**config.mk**
```make
export PLATFORM = sky130hd
export DESIGN_NAME = pcm_unpack_deinterleave_unit
export DESIGN_NICKNAME = d
export VERILOG_FILES = /design/src/pud_pkg.sv /design/src/pud_cfg_regs.sv /design/src/pcm_unpack_deinterleave_unit.sv
export VERILOG_INCLUDE_DIRS = /design/src /design/src/src
export SDC_FILE = /design/constraint.sdc
export NUM_CORES = 1
export LEC_CHECK = 0
export BUFFER_PORTS_ARGS = -buffer_cell sky130_fd_sc_hd__buf_2
export CAP_MARGIN = 20
export CORE_ASPECT_RATIO = 1.25
export CORE_UTILIZATION = 28
export DETAILED_ROUTE_END_ITERATION = 8
export HOLD_SLACK_MARGIN = 0.12
export PLACE_DENSITY = 0.48
export SLEW_MARGIN = 15
export SYNTH_ARGS = -nofsm -noshare
export SYNTH_HDL_FRONTEND = slang
export SYNTH_SLANG_ARGS = --single-unit
```
**constraint.sdc**
```tcl
create_clock -name clk -period 24.2 [get_ports clk]
set_input_delay 1.21 -clock clk [delete_from_list [all_inputs] [get_ports clk]]
set_output_delay 1.21 -clock clk [all_outputs]
set_load 0.05 [all_outputs]
```
**src/pcm_unpack_deinterleave_unit_assert.svh**
```systemverilog
// Assertion macros for the PCM unpack block
`ifndef PCM_UNPACK_DEINTERLEAVE_UNIT_ASSERT_SVH
`define PCM_UNPACK_DEINTERLEAVE_UNIT_ASSERT_SVH

// property that must hold on every clock edge outside reset
`define PUD_ASSERT(label, prop, msg) \
    label: assert property (@(posedge clk) disable iff (!rst_n) (prop)) else $error(msg);

// implication whose consequent is checked in the next cycle
`define PUD_ASSERT_NEXT(label, ante, cons, msg) \
    label: assert property (@(posedge clk) disable iff (!rst_n) (ante) |=> (cons)) \
        else $error(msg);

`endif

```
**src/pud_pkg.sv**
```systemverilog
// ---------------------------------------------------------------------------
// pud_pkg
// Shared constants, types, the per-format last-byte helper and the float64 to float32 conversion.
// ---------------------------------------------------------------------------
package pud_pkg;

    localparam int MAX_CHANNELS = 16;
    localparam int FRAME_BITS   = 24;
    localparam int CHAN_BITS    = $clog2(MAX_CHANNELS);
    localparam int IDX_BITS     = 28;

    localparam logic [2:0] FMT_INT8  = 3'd0;
    localparam logic [2:0] FMT_INT16 = 3'd1;
    localparam logic [2:0] FMT_INT24 = 3'd2;
    localparam logic [2:0] FMT_INT32 = 3'd3;
    localparam logic [2:0] FMT_F32   = 3'd4;
    localparam logic [2:0] FMT_F64   = 3'd5;

    localparam logic [1:0] REG_FORMAT   = 2'd0;
    localparam logic [1:0] REG_CHANNELS = 2'd1;
    localparam logic [1:0] REG_FRAMES   = 2'd2;

    typedef struct packed {
        logic [2:0]            sample_format;
        logic [CHAN_BITS-1:0]  chan_last;
        logic [FRAME_BITS-1:0] frames;
        logic                  restart;
    } cfg_t;

    function automatic logic [2:0] last_byte(input logic [2:0] fmt);
        case (fmt)
            FMT_INT16: last_byte = 3'd1;
            FMT_INT24: last_byte = 3'd2;
            FMT_INT32: last_byte = 3'd3;
            FMT_F32:   last_byte = 3'd3;
            FMT_F64:   last_byte = 3'd7;
            default:   last_byte = 3'd0;
        endcase
    endfunction

    function automatic logic [31:0] f64_to_f32(input logic [63:0] b);
        logic        sgn;
        logic [10:0] ex;
        logic [51:0] man;
        logic [12:0] e;
        logic [63:0] full;
        logic [5:0]  sh;
        logic [63:0] r;
        logic [63:0] rem;
        logic [63:0] half;
        logic [31:0] res;
        sgn  = b[63];
        ex   = b[62:52];
        man  = b[51:0];
        e    = {2'b00, ex} - 13'd896;
        full = {11'd0, 1'b1, man};
        sh   = 6'd0;
        r    = '0;
        rem  = '0;
        half = '0;
        if (ex == 11'h7FF) begin
            if (man == '0) res = 32'h7F800000;
            else res = 32'h7FC00000 | {9'd0, man[51:29]};
        end else if (ex == 11'd0) begin
            res = 32'd0;
        end else if (!e[12] && e >= 13'd255) begin
            res = 32'h7F800000;
        end else if (!e[12] && e != 13'd0) begin
            r    = {41'd0, man[51:29]};
            rem  = {35'd0, man[28:0]};
            half = 64'd1 << 28;
            if (rem > half || (rem == half && r[0])) r = r + 64'd1;
            res = {1'b0, e[7:0], 23'd0} + r[31:0];
        end else if (e[12] && e < 13'h1FE2) begin
            res = 32'd0;
        end else begin
            // shift reaches 60, so the rounding terms need the full 64 bits
            sh   = 6'(13'd30 - e);
            r    = full >> sh;
            rem  = full & ((64'd1 << sh) - 64'd1);
            half = 64'd1 << (sh - 6'd1);
            if (rem > half || (rem == half && r[0])) r = r + 64'd1;
            res = r[31:0];
        end
        f64_to_f32 = {sgn | res[31], res[30:0]};
    endfunction

endpackage

```
**src/pud_cfg_regs.sv**
```systemverilog
// ---------------------------------------------------------------------------
// pud_cfg_regs
// APB register file for format, channel count and frame count.
// ---------------------------------------------------------------------------
module pud_cfg_regs
    import pud_pkg::*;
(
    input  logic        clk,
    input  logic        rst_n,
    input  logic        psel,
    input  logic        penable,
    input  logic        pwrite,
    input  logic [3:0]  paddr,
    input  logic [31:0] pwdata,
    output logic [31:0] prdata,
    output logic        pready,
    output cfg_t        cfg
);
    logic [2:0]            format_reg;
    logic [4:0]            chans_reg;
    logic [FRAME_BITS-1:0] frames_reg;
    logic                  wr;
    logic [1:0]            idx;

    assign pready = 1'b1;
    assign wr     = psel && penable && pwrite;
    assign idx    = paddr[3:2];

    always_ff @(posedge clk or negedge rst_n) begin
        if (!rst_n) begin
            format_reg <= FMT_INT16;
            chans_reg  <= 5'd2;
            frames_reg <= FRAME_BITS'(1);
        end else if (wr) begin
            case (idx)
                REG_FORMAT:   format_reg <= pwdata[2:0];
                REG_CHANNELS: chans_reg  <= pwdata[4:0];
                REG_FRAMES:   frames_reg <= pwdata[FRAME_BITS-1:0];
                default:      ;
            endcase
        end
    end

    always_comb begin
        case (idx)
            REG_FORMAT:   prdata = {29'd0, format_reg};
            REG_CHANNELS: prdata = {27'd0, chans_reg};
            REG_FRAMES:   prdata = {{(32-FRAME_BITS){1'b0}}, frames_reg};
            default:      prdata = 32'd0;
        endcase
    end

    assign cfg.sample_format = format_reg;
    assign cfg.chan_last = (chans_reg == 5'd0) ? '0 :
                           (chans_reg > 5'(MAX_CHANNELS)) ? CHAN_BITS'(MAX_CHANNELS - 1) :
                           CHAN_BITS'(chans_reg - 5'd1);
    assign cfg.frames  = (frames_reg == '0) ? FRAME_BITS'(1) : frames_reg;
    assign cfg.restart = wr && (idx == REG_FORMAT || idx == REG_CHANNELS ||
                                idx == REG_FRAMES);
endmodule

```
**src/pcm_unpack_deinterleave_unit.sv**
```systemverilog
// A completed sample appears at the output register in the cycle after its last byte.
// One byte per clock while in_ready is high; the single output register is the only stage.
// A full output register that is being taken still accepts a byte in the same cycle.
// Reset (rst_n, async low): stream counters cleared, format int16, two channels, one frame.
// ---------------------------------------------------------------------------
// pcm_unpack_deinterleave_unit
// Byte-stream sample assembly, format conversion and planar indexing.
// ---------------------------------------------------------------------------
module pcm_unpack_deinterleave_unit
    import pud_pkg::*;
(
    input  logic                clk,
    input  logic                rst_n,
    input  logic                psel,
    input  logic                penable,
    input  logic                pwrite,
    input  logic [3:0]          paddr,
    input  logic [31:0]         pwdata,
    output logic [31:0]         prdata,
    output logic                pready,
    input  logic                in_valid,
    output logic                in_ready,
    input  logic [7:0]          data_byte,
    output logic                out_valid,
    input  logic                out_ready,
    output logic [31:0]         sample_word,
    output logic [IDX_BITS-1:0] dest_index
);
    `include "pcm_unpack_deinterleave_unit_assert.svh"

    cfg_t cfg;

    logic [55:0]           shift_reg;
    logic [2:0]            pos_reg;
    logic [CHAN_BITS-1:0]  chan_reg;
    logic [FRAME_BITS-1:0] frame_reg;
    logic [CHAN_BITS-1:0]  chan_next;
    logic [FRAME_BITS-1:0] frame_next;
    logic                  out_valid_reg;
    logic [31:0]           word_reg;
    logic [IDX_BITS-1:0]   idx_reg;
    logic [63:0]           full_word;
    logic [31:0]           word_next;
    logic [IDX_BITS-1:0]   idx_next;
    logic                  accept;
    logic                  done;

    pud_cfg_regs u_regs (
        .clk(clk), .rst_n(rst_n), .psel(psel), .penable(penable), .pwrite(pwrite),
        .paddr(paddr), .pwdata(pwdata), .prdata(prdata), .pready(pready), .cfg(cfg)
    );

    assign in_ready = !out_valid_reg || out_ready;
    assign accept   = in_valid && in_ready;
    assign done     = (pos_reg == last_byte(cfg.sample_format));

    always_comb begin
        full_word = {8'd0, shift_reg};
        full_word[pos_reg*8 +: 8] = data_byte;
        case (cfg.sample_format)
            FMT_INT16: word_next = {full_word[15:0], 16'd0};
            FMT_INT24: word_next = {full_word[23:0], 8'd0};
            FMT_INT32: word_next = full_word[31:0];
            FMT_F32:   word_next = full_word[31:0];
            FMT_F64:   word_next = f64_to_f32(full_word);
            default:   word_next = {full_word[7:0], 24'd0};
        endcase
        idx_next = IDX_BITS'(chan_reg * cfg.frames) + IDX_BITS'(frame_reg);
        chan_next  = chan_reg;
        frame_next = frame_reg;
        if (chan_reg >= cfg.chan_last) begin
            chan_next = '0;
            if (frame_reg + FRAME_BITS'(1) >= cfg.frames || frame_reg == '1)
                frame_next = '0;
            else
                frame_next = frame_reg + FRAME_BITS'(1);
        end else begin
            chan_next = chan_reg + CHAN_BITS'(1);
        end
    end

    always_ff @(posedge clk or negedge rst_n) begin
        if (!rst_n) begin
            pos_reg   <= '0;
            chan_reg  <= '0;
            frame_reg <= '0;
            shift_reg <= '0;
        end else if (cfg.restart) begin
            pos_reg   <= '0;
            chan_reg  <= '0;
            frame_reg <= '0;
            shift_reg <= '0;
        end else if (accept) begin
            if (done) begin
                pos_reg   <= '0;
                shift_reg <= '0;
                chan_reg  <= chan_next;
                frame_reg <= frame_next;
            end else begin
                pos_reg   <= pos_reg + 3'd1;
                shift_reg <= full_word[55:0];
            end
        end
    end

    always_ff @(posedge clk or negedge rst_n) begin
        if (!rst_n) out_valid_reg <= 1'b0;
        else if (accept && done) out_valid_reg <= 1'b1;
        else if (out_ready) out_valid_reg <= 1'b0;
    end

    always_ff @(posedge clk) begin
        if (accept && done) begin
            word_reg <= word_next;
            idx_reg  <= idx_next;
        end
    end

    assign out_valid   = out_valid_reg;
    assign sample_word = word_reg;
    assign dest_index  = idx_reg;

    `PUD_ASSERT_NEXT(a_done_valid, accept && done && !cfg.restart, out_valid,
        "completed sample not presented")
    `PUD_ASSERT_NEXT(a_hold, out_valid && !out_ready, out_valid && $stable(sample_word),
        "stalled word changed")
    `PUD_ASSERT(a_chan_range, chan_reg <= cfg.chan_last || cfg.restart || $past(cfg.restart),
        "channel counter out of range")
endmodule
```
After elaboration in Yosys (flattened, before gate mapping)
Index checks and enable logic that the tools add are counted.
Storage, ports and cells
  bits in registers: 180
  input port bits: 51
Operators by class
  $add $sub $neg: 13
  multiply operators: 1
  magnitude comparators: 7
  equal/unequal tests: 12
  shift-type cells: 5
  muxes and demuxes: 38
  bitwise operators: 2
  reduce and logical (&&, ||, !) cells: 34
Operator list (count)
  32-bit 2-to-1 mux: 12
  24-bit 2-to-1 mux: 7
  56-bit 2-to-1 mux: 3
  32-bit one-hot mux with 4 select lines: 1
  1-bit by 6-bit left shift with 64-bit output, first input constant: 2
  24-bit one-hot mux with 3 select lines: 1
  53-bit by 64-bit bitwise AND with 64-bit output: 1
  64-bit bitwise mux: 1
  64-bit equality test: 1
  64-bit greater-than comparator: 1
  8-bit by 34-bit variable shift with 64-bit output, first input constant: 1
  8-bit by 34-bit indexed part select with 64-bit output: 1
  64-bit by 1-bit subtractor with 64-bit output, second input constant: 1
  53-bit by 6-bit >> shifter with 32-bit output: 1
  52-bit logical NOT: 1
  6-bit negation with 34-bit output: 1
  31-bit by 32-bit adder with 32-bit output: 1
  32-bit by 1-bit adder with 32-bit output, second input constant: 1
  29-bit equality test, second input constant: 1
  29-bit greater-than comparator, second input constant: 1
  28-bit by 24-bit adder with 28-bit output: 1
  4-bit by 24-bit multiplier with 28-bit output: 1
  23-bit by 1-bit adder with 24-bit output, second input constant: 1
  24-bit by 1-bit adder with 24-bit output, second input constant: 1
  other kinds (37): 68

Depth between registers and ports, before layout
  depth in word-level cells: 20
  gate-level depth with buffers: 43
  mapped depth without buffers: 36

By module
A second synthesis with hierarchy kept.
Unflattened totals
  cell total of the unflattened synthesis: 2812
  area total of the unflattened synthesis: 22751.8 sq um
Modules (own cells, without submodules)
  pcm_unpack_deinterleave_unit: instances 1, cells each 2641, area an instance 20973.9 sq um, seq. area each 4003.8 sq um
  pud_cfg_regs: instances 1, cells each 171, area an instance 1778.0 sq um, seq. area each 804.5 sq um

Worst setup path before layout
Ideal clock, no wire load.
  path type: reg-to-reg
  from: register pos_reg[0]
  to: register word_reg[15], in the netlist sample_word[15] (data pin)
  setup time: 0.268 ns
  arrival: 8.956 ns
  slack: 14.976 ns
  cell stages (with the launch flop): 42
  clock period less this slack: 9.224 ns
  cell sequence: dfrtp_1 -> buf_2 -> inv_1 -> ha_1 -> ha_1 -> buf_2 -> nor3b_4 -> nand3_1 -> nand2_2 -> buf_4 -> buf_4 -> buf_2 -> ha_1 -> clkbuf_1 -> nand2b_1 -> a22oi_1 -> nor3_2 -> buf_2 -> [... 6 more ...] -> o21ai_1 -> a221oi_1 -> nand3_1 -> a41oi_1 -> nor2_1 -> ha_1 -> nand3_1 -> nor2_1 -> o311ai_0 -> a31oi_1 -> a211oi_1 -> a22o_1 -> or4b_1 -> nor4_4 -> nand3_2 -> a2111oi_1 -> xor2_1 -> o211ai_1
Between the ends
  word-level cells in the longest chain between the ends: 19
RTL lines
  start: declaration: line pcm_unpack_deinterleave_unit.sv:34  | logic [2:0] pos_reg;
  start signal: assignment: line pcm_unpack_deinterleave_unit.sv:100  | pos_reg <= pos_reg + 3'd1;
  6-bit negation with 34-bit output *: line pcm_unpack_deinterleave_unit.sv:59  | full_word[pos_reg*8 +: 8] = data_byte;
  8-bit by 34-bit indexed part select with 64-bit output / 8-bit by 34-bit variable shift with 64-bit output (equally long branches): line pcm_unpack_deinterleave_unit.sv:59
  64-bit bitwise mux *: line pcm_unpack_deinterleave_unit.sv:59
  parallel branches: the longest is 15 deep, another holds 64-bit by 1-bit subtractor with 64-bit output
  32-bit one-hot mux with 4 select lines *: line pcm_unpack_deinterleave_unit.sv:60  | case (cfg.sample_format)
  named net word_next[15]: line pcm_unpack_deinterleave_unit.sv:43  | logic [31:0] word_next;
  end signal: assignment: line pcm_unpack_deinterleave_unit.sv:114  | word_reg <= word_next;
  end: declaration: line pcm_unpack_deinterleave_unit.sv:40  | logic [31:0] word_reg;
Mark *: on every way through the listed nets, which the timed path passes. The select of a mux whose other input is x is not followed.
A chain may end at the register's enable or synchronous reset.

Worst setup path after layout
  from: register pos_reg[0]
  to: register word_reg[28], in the netlist sample_word[28] (data pin)
Same word-level chain as after synthesis.

==> out/results.ini <==
[grt]
grt_pass1_vias = 23770
grt_pass1_wl_um = 167300
grt.total_usage_pct = 26.94
grt_max_degree = 75
antenna_found_initial = 8
gr-total-overflow = 0

[sta]
min_period_ns = 12.80
fin_setup_tns_ns = 0
setup_viol = 0
slew_headroom_pct = 11.59
fin_crit_sh_pct = 52.88
fmax_mhz = 78.14
rsz0062_at_grt = no
whs_ns = 0.4839
slew_viol_final = 0
worst_slew_pin_slew_ns = 1.326
finalClockSkew_ns = 0.02196
finalHoldViolCount = 0

[clocking]
ctsResizeCount = 0
cts.htree.levels = 4
root_buffer = clkbuf_16
insertion_delay_ns = 0.52
cts_tree = done
hold_buffers = 0
post_cts_buffers = 0
cts_sinks = 180
cts.clk_slew.worst_paths_ns = 0.09
numCtsBuffers = 17
cts_buffer_depth = 2

[worst_setup_path]
startpoint = pos_reg[0]$_DFFE_PN0P_
crit_family = simple AND/OR/NAND/NOR gates
endpoint_kind = flip-flop
timing.rr.start = pos_reg[0]$_DFFE_PN0P_
path_buf_inv = 3
cp_data_required_time_ns = 24.56
crit_fanout = 26
worst_path_max_delay_cell = a221oi_1
timing.critical_path.mode_cell = ha_1
start_kind = flip-flop
worstPathArrival_ns = 13.15
ff2ff_setup_slack_ns = 11.40
critPathMaxStageDelay_ns = 0.93
crit_type = flip-flop to flip-flop

[drt]
wl_per_cell_um = 27.93
wirelength_um = 115700
top_layer_used = met5
postRouteAntennaNets = 0
route.met2.wl_um = 53890
drc = 14
wl_met3_um = 9050
drt_iter0_drc = 2901
firstDrtPassIters = 9
m1WireLength_um = 43750
vias_per_cell = 6.056
vias = 25100

[placed_design]
portBuffers = 126
dp_hpwl_um = 85670
place.gp.congestion = 1.048
placed_cell_area_mm2 = 0.02531

[hold_path]
hp-start = shift_reg[42]$_DFFE_PN0P_
hold_class = flip-flop to flip-flop

[yosys]
synth_top_area_cell = dfrtp_1
synth_cell_types = 110
yosysSeqAreaShare_pct = 20.53
synth_edf_count = 60
synth_top_area_share_pct = 12.50
synthTopCellsByArea = dfrtp_1 13%, edfxtp_1 7.7%, ha_1 7.4%
postSynthCellCount = 3028
ys_async_sr_fraction_pct = 66.67
ys_warn_count = 0
synth-seq-cells = 180
synth_area_mm2 = 0.02342
synth-main-ff-cell = dfrtp_1
syn_area_per_cell_um2 = 7.734

[floorplan]
die_width_um = 260.7
ios = 146
fp.dieArea_mm2 = 0.08480
core_area_mm2 = 0.08283
num_rows = 118
die_h_um = 325.3
start_util_pct = 28.27

[cells_and_area]
area_growth_pct = 10.83
num-fill-cells = 8928
drive_gt1_share_pct = 12.62
register_area_mm2 = 0.004808
largest_reg_flops = 56
layout_common_cells = 422 x nand2_1, 243 x nor2_1, 243 x o21ai_0, 198 x a21oi_1, 137 x ha_1
final_net_count = 3302
final_common_cell = nand2_1
fin_area_mm2 = 0.02595
multi_input_area_mm2 = 0.01736

[outcome]
outcome = finished with violations
violations = design-rule violations

[pwr]
total_power_mw = 2.922
p_leak_nw = 10.56
peakVddDrop_mv = 0.06417
p_per_area_mw_per_mm2 = 112.6

[run]
maxCapViolCount = 0

==> synth_stat cells (24+ instances only) <==
library cell and count:
nand4_1 76, a31oi_1 29, xor2_1 26, ha_1 138, a211oi_1 25, mux2i_1 86
fa_1 67, nand3_1 120, nor2b_1 24, nor4_1 31, and2_1 59, buf_2 29
nand2_1 422, clkbuf_1 173, a21oi_1 200, edfxtp_1 60, o211ai_1 50, inv_1 106
xnor2_1 77, dfrtp_1 117, nor3_1 55, o22ai_1 41, and3_1 26, mux2_2 25
a21o_1 36, nor2_1 244, nand2b_1 24, o21ai_0 245, mux4_2 33
==> final cells by class <==
cell class                 instances  share of cell area (%)
multi-input combinational       2510                   66.89
timing repair buffer             229                   5.429
clock buffer                      17                   1.639
antenna                            5                 0.04821
clock inverter                    15                  0.6942
inverter                         108                   1.562
sequential                       180                   18.53
tap                             1080                   5.207
==> path summary, 6_finish.rpt <==
path	to	depth (start not counted)
setup / recovery	sample_word[28]$_DFFE_PP_	34
min in group asynchronous	shift_reg[40]$_DFFE_PN0P_	1
max in group asynchronous	shift_reg[21]$_DFFE_PN0P_	2
hold reg to reg	shift_reg[42]$_DFFE_PN0P_	2
hold / removal	shift_reg[42]$_DFFE_PN0P_	2
setup reg to reg	sample_word[28]$_DFFE_PP_	34
==> worst min-delay path: stages, from the launching register on <==
cell and delay, ns:
dfrtp_1 0.35, nand2_1 0.04, o21ai_0 0.06
==> logic make-up after synthesis <==
family	synth area share [%]
buffers and inverters	6.086
AND/OR/NAND/NOR	24.46
AO/OA/AOI/OAI	23.68
adder cells (fa/ha/maj)	13.14
multiplexers	8.212
flip-flops	20.53
XOR/XNOR	3.852
other	0.03207
==> stage by stage <==
stage / std cells / utilization (%) / setup WS (ns)
after floorplan: 3035 / - / 14.98
after global placement: 4104 / 30.54 / 11.72
after detailed placement: 4104 / 30.56 / 11.88
after CTS: 4136 / 31.29 / 11.84
after global routing: 4143 / 31.33 / 10.79
final: 4144 / 31.33 / 11.40
==> where the power goes <==
part | total (mW) | internal, mW | switching [mW] | leakage (nW)
clock | 0.300 | 0.140 | 0.160 | 0.292
combinational | 2.13 | 0.649 | 1.48 | 8.11
sequential | 0.488 | 0.418 | 0.0699 | 2.16
total | 2.92 | 1.21 | 1.71 | 10.6
==> layer usage <==
metal  up-vias  global-route usage [%]
met1     12150                   32.17
met3       382                   4.932
met5         -                       0
met4        10                   18.59
li1      11170                       -
met2      1382                   43.48
Note: power is estimated with default switching activity, not from simulation.
